[config.mk]
export PLATFORM = sky130hd
export DESIGN_NAME = mouse_button_click_tracker
export DESIGN_NICKNAME = d
export VERILOG_FILES = /design/src/rtl/mbct_pkg.sv /design/src/rtl/mbct_front.sv /design/src/rtl/mbct_queue.sv /design/src/rtl/mbct_back.sv /design/src/rtl/mouse_button_click_tracker.sv
export VERILOG_INCLUDE_DIRS = /design/src /design/src/rtl
export SDC_FILE = /design/constraint.sdc
export NUM_CORES = 2
export LEC_CHECK = 0
export ABC_AREA = 0
export BUFFER_PORTS_ARGS = -buffer_cell sky130_fd_sc_hd__buf_2
export CAP_MARGIN = 30
export CORE_UTILIZATION = 65
export CTS_CLUSTER_DIAMETER = 60
export DETAILED_ROUTE_END_ITERATION = 8
export PLACE_DENSITY = 0.88
export SLEW_MARGIN = 40
export SYNTH_ARGS = -nofsm -noshare
export SYNTH_HDL_FRONTEND = slang
export SYNTH_HIERARCHICAL = 1
export SYNTH_SLANG_ARGS = --single-unit
[constraint.sdc]
create_clock -name clock -period 21.9 [get_ports clock]
set_clock_uncertainty 0.2 [all_clocks]
set_input_delay 5.475 -clock clock [delete_from_list [all_inputs] [get_ports clock]]
set_output_delay 5.475 -clock clock [all_outputs]
set_load 0.01 [all_outputs]
[src/rtl/mouse_button_click_tracker_macros.svh]
// Assertion helpers for the click tracker.
// Both forms sample on the rising edge of clock and stay quiet while reset is high.
`ifndef MOUSE_BUTTON_CLICK_TRACKER_MACROS_SVH
`define MOUSE_BUTTON_CLICK_TRACKER_MACROS_SVH

`ifndef SYNTHESIS

`define MBCT_ASSERT(label, prop) \
   label: assert property (@(posedge clock) disable iff (reset) prop) \
      else $error("mbct assertion failed");

`define MBCT_ASSERT_NEXT(label, ante, cons) \
   `MBCT_ASSERT(label, (ante) |=> (cons))

`else

`define MBCT_ASSERT(label, prop)

`define MBCT_ASSERT_NEXT(label, ante, cons)

`endif

`endif

[src/rtl/mbct_pkg.sv]
`default_nettype none

package mbct_pkg;

   localparam int TIME_W    = 61;
   localparam int COORD_W   = 16;
   localparam int BTN_W     = 3;
   localparam int OPCODE_W  = 3;
   localparam int TALLY_W   = 8;

   localparam logic [TALLY_W-1:0]        TALLY_MAX = 8'hFF;
   localparam logic signed [COORD_W-1:0] COORD_MAX = 16'sh7FFF;
   localparam logic signed [COORD_W-1:0] COORD_MIN = 16'sh8000;

   // input opcodes
   localparam logic [OPCODE_W-1:0] OP_TICK    = 3'd0;
   localparam logic [OPCODE_W-1:0] OP_MOVE    = 3'd1;
   localparam logic [OPCODE_W-1:0] OP_PRESS   = 3'd2;
   localparam logic [OPCODE_W-1:0] OP_RELEASE = 3'd3;
   localparam logic [OPCODE_W-1:0] OP_SCROLL  = 3'd4;

   // register file
   localparam int CSR_ADDR_W = 4;
   localparam int CSR_IDX_W  = 2;
   localparam int CSR_DATA_W = 32;
   localparam logic [CSR_IDX_W-1:0] CSR_HALF_WIDTH  = 2'd0;
   localparam logic [CSR_IDX_W-1:0] CSR_HALF_HEIGHT = 2'd1;
   localparam logic [CSR_IDX_W-1:0] CSR_WINDOW_TIME = 2'd2;

   localparam logic [7:0]  HALF_WIDTH_RESET  = 8'd2;
   localparam logic [7:0]  HALF_HEIGHT_RESET = 8'd2;
   localparam logic [15:0] WINDOW_TIME_RESET = 16'd500;

   // queue between front and back
   localparam int QUEUE_DEPTH = 2;
   localparam int QPTR_W      = $clog2(QUEUE_DEPTH);
   localparam int QLVL_W      = $clog2(QUEUE_DEPTH + 1);

   typedef struct packed {
      logic [OPCODE_W-1:0]       opcode;
      logic [BTN_W-1:0]          button;
      logic signed [COORD_W-1:0] coord_x;
      logic signed [COORD_W-1:0] coord_y;
      logic [TIME_W-1:0]         tick_time;
   } req_type;

   typedef struct packed {
      logic                      was_pressed_flag;
      logic                      was_released_flag;
      logic                      held_flag;
      logic [TIME_W-1:0]         held_duration;
      logic [TALLY_W-1:0]        repeat_clicks;
      logic signed [COORD_W-1:0] pointer_x;
      logic signed [COORD_W-1:0] pointer_y;
      logic signed [COORD_W-1:0] scroll_sum_x;
      logic signed [COORD_W-1:0] scroll_sum_y;
   } rsp_type;

   typedef struct packed {
      logic [7:0]  half_width;
      logic [7:0]  half_height;
      logic [15:0] window_time;
   } cfg_type;

   typedef enum logic [2:0] {
      CMD_NONE,
      CMD_TICK,
      CMD_MOVE,
      CMD_PRESS,
      CMD_RELEASE,
      CMD_SCROLL
   } cmd_kind_type;

   typedef struct packed {
      cmd_kind_type              kind;
      logic                      btn_ok;
      logic [BTN_W-1:0]          button;
      logic signed [COORD_W-1:0] coord_x;
      logic signed [COORD_W-1:0] coord_y;
      logic [TIME_W-1:0]         tick_time;
   } cmd_type;

   typedef struct packed {
      logic [QLVL_W-1:0] level;
      logic              full;
      logic              empty;
   } queue_status_type;

   typedef struct packed {
      logic fire;
   } back_status_type;

endpackage

`default_nettype wire

[src/rtl/mbct_front.sv]
`default_nettype none

module mbct_front #(
   parameter int NUM_BUTTONS = 5
) (
   input  wire logic                       req_valid,
   output logic                            req_stall,
   input  mbct_pkg::req_type               req_data,
   input  mbct_pkg::queue_status_type      q_status,
   output logic                            push,
   output mbct_pkg::cmd_type               push_cmd
);
   import mbct_pkg::*;

   logic btn_ok;

   assign btn_ok    = req_data.button < BTN_W'(NUM_BUTTONS);
   assign req_stall = q_status.full;
   assign push      = req_valid && !q_status.full;

   // classify: presses and releases of a button that does not exist do nothing
   always_comb begin
      push_cmd.btn_ok    = btn_ok;
      push_cmd.button    = req_data.button;
      push_cmd.coord_x   = req_data.coord_x;
      push_cmd.coord_y   = req_data.coord_y;
      push_cmd.tick_time = req_data.tick_time;
      case (req_data.opcode)
         OP_TICK:    push_cmd.kind = CMD_TICK;
         OP_MOVE:    push_cmd.kind = CMD_MOVE;
         OP_PRESS:   push_cmd.kind = btn_ok ? CMD_PRESS : CMD_NONE;
         OP_RELEASE: push_cmd.kind = btn_ok ? CMD_RELEASE : CMD_NONE;
         OP_SCROLL:  push_cmd.kind = CMD_SCROLL;
         default:    push_cmd.kind = CMD_NONE;
      endcase
   end

endmodule

`default_nettype wire

[src/rtl/mbct_queue.sv]
`default_nettype none

module mbct_queue (
   input  wire logic                   clock,
   input  wire logic                   reset,
   input  wire logic                   push,
   input  mbct_pkg::cmd_type           push_cmd,
   input  wire logic                   pop,
   output mbct_pkg::cmd_type           head_cmd,
   output mbct_pkg::queue_status_type  status
);
   import mbct_pkg::*;

   cmd_type             entries_ff [QUEUE_DEPTH];
   logic [QPTR_W-1:0]   wr_ptr_ff;
   logic [QPTR_W-1:0]   rd_ptr_ff;
   logic [QLVL_W-1:0]   level_ff;
   logic [QLVL_W-1:0]   level_in;

   assign head_cmd     = entries_ff[rd_ptr_ff];
   assign status.level = level_ff;
   assign status.full  = level_ff == QLVL_W'(QUEUE_DEPTH);
   assign status.empty = level_ff == '0;

   always_comb begin
      level_in = level_ff;
      if (push && !pop) begin
         level_in = level_ff + QLVL_W'(1);
      end else if (pop && !push) begin
         level_in = level_ff - QLVL_W'(1);
      end
   end

   always_ff @(posedge clock) begin
      if (reset) begin
         wr_ptr_ff <= '0;
         rd_ptr_ff <= '0;
         level_ff  <= '0;
      end else begin
         if (push) begin
            wr_ptr_ff <= wr_ptr_ff + QPTR_W'(1);
         end
         if (pop) begin
            rd_ptr_ff <= rd_ptr_ff + QPTR_W'(1);
         end
         level_ff <= level_in;
      end
   end

   always_ff @(posedge clock) begin
      if (push) begin
         entries_ff[wr_ptr_ff] <= push_cmd;
      end
   end

endmodule

`default_nettype wire

[src/rtl/mbct_back.sv]
`default_nettype none

module mbct_back #(
   parameter int NUM_BUTTONS = 5
) (
   input  wire logic                      clock,
   input  wire logic                      reset,
   input  mbct_pkg::cfg_type              cfg,
   input  mbct_pkg::cmd_type              cmd,
   input  mbct_pkg::queue_status_type     q_status,
   input  wire logic                      rsp_stall,
   output logic                           rsp_valid,
   output mbct_pkg::rsp_type              rsp_data,
   output mbct_pkg::back_status_type      status
);
   import mbct_pkg::*;

   localparam int EXT_W = COORD_W + 1;

   logic                      fire;
   logic [NUM_BUTTONS-1:0]    sel;

   logic [NUM_BUTTONS-1:0]    pressed_ff,  pressed_in;
   logic [NUM_BUTTONS-1:0]    released_ff, released_in;
   logic [NUM_BUTTONS-1:0]    held_ff,     held_in;
   logic [TIME_W-1:0]         stamp_ff [NUM_BUTTONS];
   logic [TIME_W-1:0]         stamp_sel;

   logic [TIME_W-1:0]         now_ff, now_in;
   logic [BTN_W-1:0]          last_idx_ff;
   logic signed [COORD_W-1:0] last_px_ff, last_py_ff;
   logic [TIME_W-1:0]         last_stamp_ff;
   logic [TALLY_W-1:0]        tally_ff, tally_in, tally_base;
   logic signed [COORD_W-1:0] cursor_x_ff, cursor_x_in;
   logic signed [COORD_W-1:0] cursor_y_ff, cursor_y_in;
   logic signed [COORD_W-1:0] scroll_x_ff, scroll_x_in;
   logic signed [COORD_W-1:0] scroll_y_ff, scroll_y_in;

   logic signed [EXT_W-1:0]   cur_x_ext, cur_y_ext, px_ext, py_ext, hw_ext, hh_ext;
   logic                      in_area;
   logic [TIME_W-1:0]         gap;
   logic                      repeat_click;
   logic                      is_press;

   logic                      rsp_valid_ff;
   rsp_type                   rsp_data_ff, rsp_data_in;

   function automatic logic signed [COORD_W-1:0] sat_add(
      input logic signed [COORD_W-1:0] a,
      input logic signed [COORD_W-1:0] b
   );
      logic signed [EXT_W-1:0] sum;
      sum = EXT_W'(a) + EXT_W'(b);
      if (sum[EXT_W-1] != sum[EXT_W-2]) begin
         return sum[EXT_W-1] ? COORD_MIN : COORD_MAX;
      end
      return sum[COORD_W-1:0];
   endfunction

   // execute the head of the queue once the output register has room
   assign fire        = !q_status.empty && (!rsp_valid_ff || !rsp_stall);
   assign status.fire = fire;
   assign is_press    = cmd.kind == CMD_PRESS;

   always_comb begin
      for (int i = 0; i < NUM_BUTTONS; i++) begin
         sel[i] = cmd.btn_ok && (cmd.button == BTN_W'(i));
      end
   end

   // multi-click test against the previous press
   assign cur_x_ext = EXT_W'(cursor_x_ff);
   assign cur_y_ext = EXT_W'(cursor_y_ff);
   assign px_ext    = EXT_W'(last_px_ff);
   assign py_ext    = EXT_W'(last_py_ff);
   assign hw_ext    = $signed(EXT_W'(cfg.half_width));
   assign hh_ext    = $signed(EXT_W'(cfg.half_height));
   assign in_area   = (cur_x_ext >= px_ext - hw_ext) && (cur_x_ext < px_ext + hw_ext) &&
                      (cur_y_ext >= py_ext - hh_ext) && (cur_y_ext < py_ext + hh_ext);
   assign gap       = now_ff - last_stamp_ff;
   assign repeat_click = (cmd.button == last_idx_ff) && in_area &&
                         (gap <= TIME_W'(cfg.window_time));

   assign tally_base = repeat_click ? tally_ff : '0;

   always_comb begin
      pressed_in  = pressed_ff;
      released_in = released_ff;
      held_in     = held_ff;
      now_in      = now_ff;
      tally_in    = tally_ff;
      cursor_x_in = cursor_x_ff;
      cursor_y_in = cursor_y_ff;
      scroll_x_in = scroll_x_ff;
      scroll_y_in = scroll_y_ff;
      case (cmd.kind)
         CMD_TICK: begin
            now_in      = cmd.tick_time;
            pressed_in  = '0;
            released_in = '0;
            scroll_x_in = '0;
            scroll_y_in = '0;
         end
         CMD_MOVE: begin
            cursor_x_in = cmd.coord_x;
            cursor_y_in = cmd.coord_y;
         end
         CMD_PRESS: begin
            pressed_in = pressed_ff | sel;
            held_in    = held_ff | sel;
            tally_in   = (tally_base == TALLY_MAX) ? TALLY_MAX : tally_base + TALLY_W'(1);
         end
         CMD_RELEASE: begin
            held_in     = held_ff & ~sel;
            released_in = released_ff | sel;
         end
         CMD_SCROLL: begin
            scroll_x_in = sat_add(scroll_x_ff, cmd.coord_x);
            scroll_y_in = sat_add(scroll_y_ff, cmd.coord_y);
         end
         default: begin
         end
      endcase
   end

   always_comb begin
      stamp_sel = '0;
      for (int i = 0; i < NUM_BUTTONS; i++) begin
         stamp_sel = stamp_sel | (sel[i] ? stamp_ff[i] : '0);
      end
   end

   // report from the state as it stands after this item
   always_comb begin
      rsp_data_in.was_pressed_flag  = |(pressed_in & sel);
      rsp_data_in.was_released_flag = |(released_in & sel);
      rsp_data_in.held_flag         = |(held_in & sel);
      if (!(|(held_in & sel)) || is_press) begin
         rsp_data_in.held_duration = '0;
      end else begin
         rsp_data_in.held_duration = now_in - stamp_sel;
      end
      rsp_data_in.repeat_clicks = tally_in;
      rsp_data_in.pointer_x     = cursor_x_in;
      rsp_data_in.pointer_y     = cursor_y_in;
      rsp_data_in.scroll_sum_x  = scroll_x_in;
      rsp_data_in.scroll_sum_y  = scroll_y_in;
   end

   always_ff @(posedge clock) begin
      if (reset) begin
         pressed_ff    <= '0;
         released_ff   <= '0;
         held_ff       <= '0;
         now_ff        <= '0;
         last_idx_ff   <= BTN_W'(NUM_BUTTONS);
         last_px_ff    <= '0;
         last_py_ff    <= '0;
         last_stamp_ff <= '0;
         tally_ff      <= '0;
         cursor_x_ff   <= '0;
         cursor_y_ff   <= '0;
         scroll_x_ff   <= '0;
         scroll_y_ff   <= '0;
         rsp_valid_ff  <= 1'b0;
      end else begin
         if (fire) begin
            pressed_ff  <= pressed_in;
            released_ff <= released_in;
            held_ff     <= held_in;
            now_ff      <= now_in;
            tally_ff    <= tally_in;
            cursor_x_ff <= cursor_x_in;
            cursor_y_ff <= cursor_y_in;
            scroll_x_ff <= scroll_x_in;
            scroll_y_ff <= scroll_y_in;
            if (is_press) begin
               last_idx_ff   <= cmd.button;
               last_px_ff    <= cursor_x_ff;
               last_py_ff    <= cursor_y_ff;
               last_stamp_ff <= now_ff;
            end
            rsp_valid_ff <= 1'b1;
         end else if (!rsp_stall) begin
            rsp_valid_ff <= 1'b0;
         end
      end
   end

   always_ff @(posedge clock) begin
      if (fire) begin
         rsp_data_ff <= rsp_data_in;
      end
      for (int i = 0; i < NUM_BUTTONS; i++) begin
         if (fire && is_press && sel[i]) begin
            stamp_ff[i] <= now_ff;
         end
      end
   end

   assign rsp_valid = rsp_valid_ff;
   assign rsp_data  = rsp_data_ff;

endmodule

`default_nettype wire

[src/rtl/mouse_button_click_tracker.sv]
// Pointer tracker with multi-click counting. Each transfer on the req channel carries one event
// (tick, move, press, release or scroll) and yields exactly one transfer on the rsp channel,
// in order, reporting the named button's pressed, released and held flags and hold time,
// the click count, the pointer position and the scroll sums after that event. The block takes
// one event per clock cycle in steady flow. An event enters the queue at its transfer edge;
// the back end applies it and loads the output register once the entry is at the head of the
// queue and the output register is free or draining, and the result is offered from there.
// So the queue entry and the output register lie between a taken event and its result. A
// two-entry queue sits between the classifying front end and the back end, so a stalled
// result holds the back end while the front end keeps taking events until the queue fills.
// The half width, half height and time window of the multi-click test are written over the
// csr port at byte addresses 0, 4 and 8; write them only while no event is in flight.
`default_nettype none

`include "mouse_button_click_tracker_macros.svh"

module mouse_button_click_tracker #(
   parameter int NUM_BUTTONS = 5
) (
   input  wire logic                                   clock,
   input  wire logic                                   reset,
   // event input
   input  wire logic                                   req_valid,
   output logic                                        req_stall,
   input  mbct_pkg::req_type                           req_data,
   // result output
   output logic                                        rsp_valid,
   input  wire logic                                   rsp_stall,
   output mbct_pkg::rsp_type                           rsp_data,
   // register port
   input  wire logic                                   csr_psel,
   input  wire logic                                   csr_penable,
   input  wire logic                                   csr_pwrite,
   input  wire logic [mbct_pkg::CSR_ADDR_W-1:0]        csr_paddr,
   input  wire logic [mbct_pkg::CSR_DATA_W-1:0]        csr_pwdata,
   output logic [mbct_pkg::CSR_DATA_W-1:0]             csr_prdata,
   output logic                                        csr_pready
);
   import mbct_pkg::*;

   cfg_type             cfg_ff;
   logic                csr_write;
   logic [CSR_IDX_W-1:0] csr_idx;

   logic                push;
   cmd_type             push_cmd;
   cmd_type             head_cmd;
   queue_status_type    q_status;
   back_status_type     back_status;

   // ---------------------------------------------------------------------------------------
   // Register port: no wait states, so a write lands at the access phase edge.
   // The low two address bits are ignored; an index past the last register is dropped.
   // ---------------------------------------------------------------------------------------
   assign csr_pready = 1'b1;
   assign csr_write  = csr_psel && csr_penable && csr_pwrite && csr_pready;
   assign csr_idx    = csr_paddr[CSR_ADDR_W-1:2];

   always_ff @(posedge clock) begin
      if (reset) begin
         cfg_ff.half_width  <= HALF_WIDTH_RESET;
         cfg_ff.half_height <= HALF_HEIGHT_RESET;
         cfg_ff.window_time <= WINDOW_TIME_RESET;
      end else if (csr_write) begin
         case (csr_idx)
            CSR_HALF_WIDTH:  cfg_ff.half_width  <= csr_pwdata[7:0];
            CSR_HALF_HEIGHT: cfg_ff.half_height <= csr_pwdata[7:0];
            CSR_WINDOW_TIME: cfg_ff.window_time <= csr_pwdata[15:0];
            default: begin
            end
         endcase
      end
   end

   // read back the register at the address; unmapped addresses read as zero
   always_comb begin
      case (csr_idx)
         CSR_HALF_WIDTH:  csr_prdata = CSR_DATA_W'(cfg_ff.half_width);
         CSR_HALF_HEIGHT: csr_prdata = CSR_DATA_W'(cfg_ff.half_height);
         CSR_WINDOW_TIME: csr_prdata = CSR_DATA_W'(cfg_ff.window_time);
         default:         csr_prdata = '0;
      endcase
   end

   // ---------------------------------------------------------------------------------------
   // Front end: decode the opcode, check the button index and push into the queue.
   // Stall only when the queue is full.
   // ---------------------------------------------------------------------------------------
   mbct_front #(
      .NUM_BUTTONS (NUM_BUTTONS)
   ) u_front (
      .req_valid (req_valid),
      .req_stall (req_stall),
      .req_data  (req_data),
      .q_status  (q_status),
      .push      (push),
      .push_cmd  (push_cmd)
   );

   // ---------------------------------------------------------------------------------------
   // Queue: decouple the front end from a stalled result channel.
   // ---------------------------------------------------------------------------------------
   mbct_queue u_queue (
      .clock    (clock),
      .reset    (reset),
      .push     (push),
      .push_cmd (push_cmd),
      .pop      (back_status.fire),
      .head_cmd (head_cmd),
      .status   (q_status)
   );

   // ---------------------------------------------------------------------------------------
   // Back end: apply the event to the tracker state and load the result register.
   // Advance whenever the queue holds an event and the result register is free or draining.
   // ---------------------------------------------------------------------------------------
   mbct_back #(
      .NUM_BUTTONS (NUM_BUTTONS)
   ) u_back (
      .clock     (clock),
      .reset     (reset),
      .cfg       (cfg_ff),
      .cmd       (head_cmd),
      .q_status  (q_status),
      .rsp_stall (rsp_stall),
      .rsp_valid (rsp_valid),
      .rsp_data  (rsp_data),
      .status    (back_status)
   );

   // ---------------------------------------------------------------------------------------
   // Checks
   // ---------------------------------------------------------------------------------------
   // a button that is not held reports no hold time
   `MBCT_ASSERT(a_idle_button_no_duration,
      (rsp_valid && !rsp_data.held_flag) |-> (rsp_data.held_duration == '0))
   // the queue never holds more than its depth
   `MBCT_ASSERT(a_queue_level_bound, q_status.level <= QLVL_W'(QUEUE_DEPTH))
   // every event the back end executes shows up as a result on the next cycle
   `MBCT_ASSERT_NEXT(a_fire_gives_result, back_status.fire, rsp_valid)

endmodule

`default_nettype wire
==> out/metrics.yaml <==
placement:
  post-dp-hpwl_mm: 86.32
  place_area_sq_um: 50180
  gp_congestion: 0.9831
  dp_cells: 5674
  dp_worst_setup_slack_ns: 9.626
  port_buffers: 277
critical_path:
  crit_fanout: 17
  crit_family: "simple AND/OR/NAND/NOR gates"
  critPathMaxStageDelay_ns: 0.53
  criticalPathCategory: "in2out"
  path_buf_inv: 2
  cp.required_ns: 16.23
  path_common_cell: "buf_2"
  start_kind: "primary input"
  endpoint_kind: "primary output"
  path_cells: "buf_2, nor2b_2, nand2_1, o21ai_0, buf_2"
  critPathArrivalTime_ns: 6.62
  cp_slowest_cell: "nor2b_2"
clock_tree:
  cts_hold_buf: 0
  root_buffer: "clkbuf_16"
  clk_latency_ns: 0.67
  cts_tree: "yes"
  cts_buffer_depth: 3
  cts_sinks: 923
  post_cts_buffers: 0
  cts_resized: 0
  h-tree-depth: 3
  cts-buffers-inserted: 95
  clk_pin_slew_worst_paths_ns: 0.06
pwr:
  p_sw_mw: 3.053
  p_clk_frac: 0.218
  seq_power_share: 0.315
  power_mw: 7.569
  p_int_mw: 4.516
  ir_drop_mv: 0.1037
  p_comb_frac: 0.467
  leakagePower_nw: 20.87
  p_per_area_nw_per_um2: 141.6
  switching_share: 0.4034
synthesis:
  syn-cell-area_sq_um: 48910
  synth_top_area_frac: 0.3936
  yosysTopAreaCell: "edfxtp_1"
  synth_edf_count: 641
  ys_warn_count: 6
  synth.most_common_cell: "nand2_1"
  synth_cells: 4724
  synth.distinct_cells: 100
  synth_top_flop_cell: "edfxtp_1"
  seq_area_frac_synth: 0.5090
  ys_top_cells_by_count: "nand2_1 (684), edfxtp_1 (641), a21oi_1 (388), nor2_1 (325), dfxtp_1 (282)"
  synth_seq_cells: 923
  synth_area_leaders: "edfxtp_1 (39%), dfxtp_1 (12%), ha_1 (6.8%)"
  synthArstFlopShare: 0
  synth_area_per_cell_sq_um: 10.35
timing:
  finalSetupViolCount: 0
  relSlewSlack: 0.3935
  rsz0062_at_grt: "no"
  max_clock_freq_mhz: 81.35
  slew_viol_final: 0
  fin_hold_ws_ns: 0.2542
  period_needed_ns: 12.29
  setup-tns-final_ns: 0
  hold_violations: 0
  fin_crit_sh: 0.5613
  timing_worst_slew_pin_value_ns: 0.9098
  fin_ws_ns: 9.607
floorplanning:
  initial_core_util: 0.6569
  die_x_um: 276.3
  io-pin-count: 313
  die_h_um: 276.3
  num_rows: 100
  core_sq_um: 74450
  fp.dieArea_sq_um: 76340
global_route:
  overflow: 0
  antenna_found_initial: 2
  track_usage: 0.3324
  grt_pass1_vias: 36760
  grt_max_degree: 133
  grt_pass1_wl_mm: 201.2
detailed_routing:
  vias_per_cell: 6.460
  wl_met2_mm: 62.00
  wl_per_cell_um: 22.05
  drtPass1Iterations: 9
  wirelength_mm: 129.1
  drtIter0Drc: 4301
  wl_met3_mm: 11.89
  m1WireLength_mm: 49.54
  drc: 0
  top_layer_used: "met5"
  drtAntennaViolNets: 0
  via_count: 37840
cells_and_area:
  final_cells: 5857
  drive_gt1_frac: 0.1490
  syn_to_final_growth_pct: 9.277
  fin_area_sq_um: 53440
  nets: 5221
  utilization: 0.7179
status:
  status: "finished, final reports clean"
flow_run:
  maxCapViolCount: 0
min_path:
  hold_class: "reg2reg"
[tightest hold or removal path, cell delays in order, from the launching register on]
cell	delay [ns]
dfxtp_1	0.31
nand2_1	0.05
a21oi_1	0.05
[path summary, 6_finish.rpt]
path,from,end,slack [ns],cells past startpoint
setup / recovery,csr_paddr[3],csr_prdata[6],9.61,5
hold / removal,u_back/last_stamp_ff[57],u_back/last_stamp_ff[57],0.25,2
setup reg to reg,flop,u_back/rsp_data[129],13.91,19
hold reg to reg,u_back/last_stamp_ff[57],u_back/last_stamp_ff[57],0.25,2
[registers in the layout, summed over array words and instances (netlist names), 32 cells and up, named ones only]
register and flops:
u_back/stamp_ff 305, u_queue/entries_ff 200, u_back/rsp_data 136, u_back/last_stamp_ff 61, u_back/now_ff 61, cfg_ff 32
[logic make-up (layout without fill, tap and decap cells)]
logic type	after synthesis	after routing	synth area share
xor gates and xnor gates	150	150	0.02686
buffers and inverters	523	671	0.05165
adders and majority gates	276	276	0.07179
other	2	18	0.0001536
muxes	243	243	0.05460
AOI/OAI and AO/OA	1044	1044	0.1390
DFF	923	923	0.5090
and+or+nand+nor	1563	1563	0.1469
[power by group through the flow]
stage               logic, mW  clock network, mW  registers [mW]
detailed placement       3.39                  0            2.41
CTS                      3.44               1.66            2.38
global placement         3.30                  0            2.40
global route             3.82               1.73            2.41
finish                   3.54               1.65            2.38
floorplan                2.43                  0            2.43
[cell type report]
cell class	instances	area (sq um)
diodes	1	2.502
clock buffers	132	2661
well taps	969	1212
fillers	4856	21000
flip-flops and latches	923	24900
multi-input cells	3293	21650
clock inverters	48	543.0
inverters	175	674.4
repair buffers	316	1797
[layer usage]
layer | vias to the layer above | global-route usage
met1 | 18090 | 0.4245
li1 | 17250 | -
met3 | 355 | 0.04977
met4 | 2 | 0.1514
met5 | - | 0
met2 | 2148 | 0.5601
[cells in the final DEF, fill, tap and decap left out, types with 66 or more instances in the layout]
cell	instances
mux2_2	190
a21o_1	82
nor2_1	322
nand2_1	682
nor3_1	121
inv_1	170
edfxtp_1	641
dfxtp_1	281
ha_1	267
o21ai_0	165
buf_2	276
xor2_1	66
a21oi_1	388
clkbuf_16	100
and3_1	88
xnor2_1	84
(Power assumes the default switching activity.)
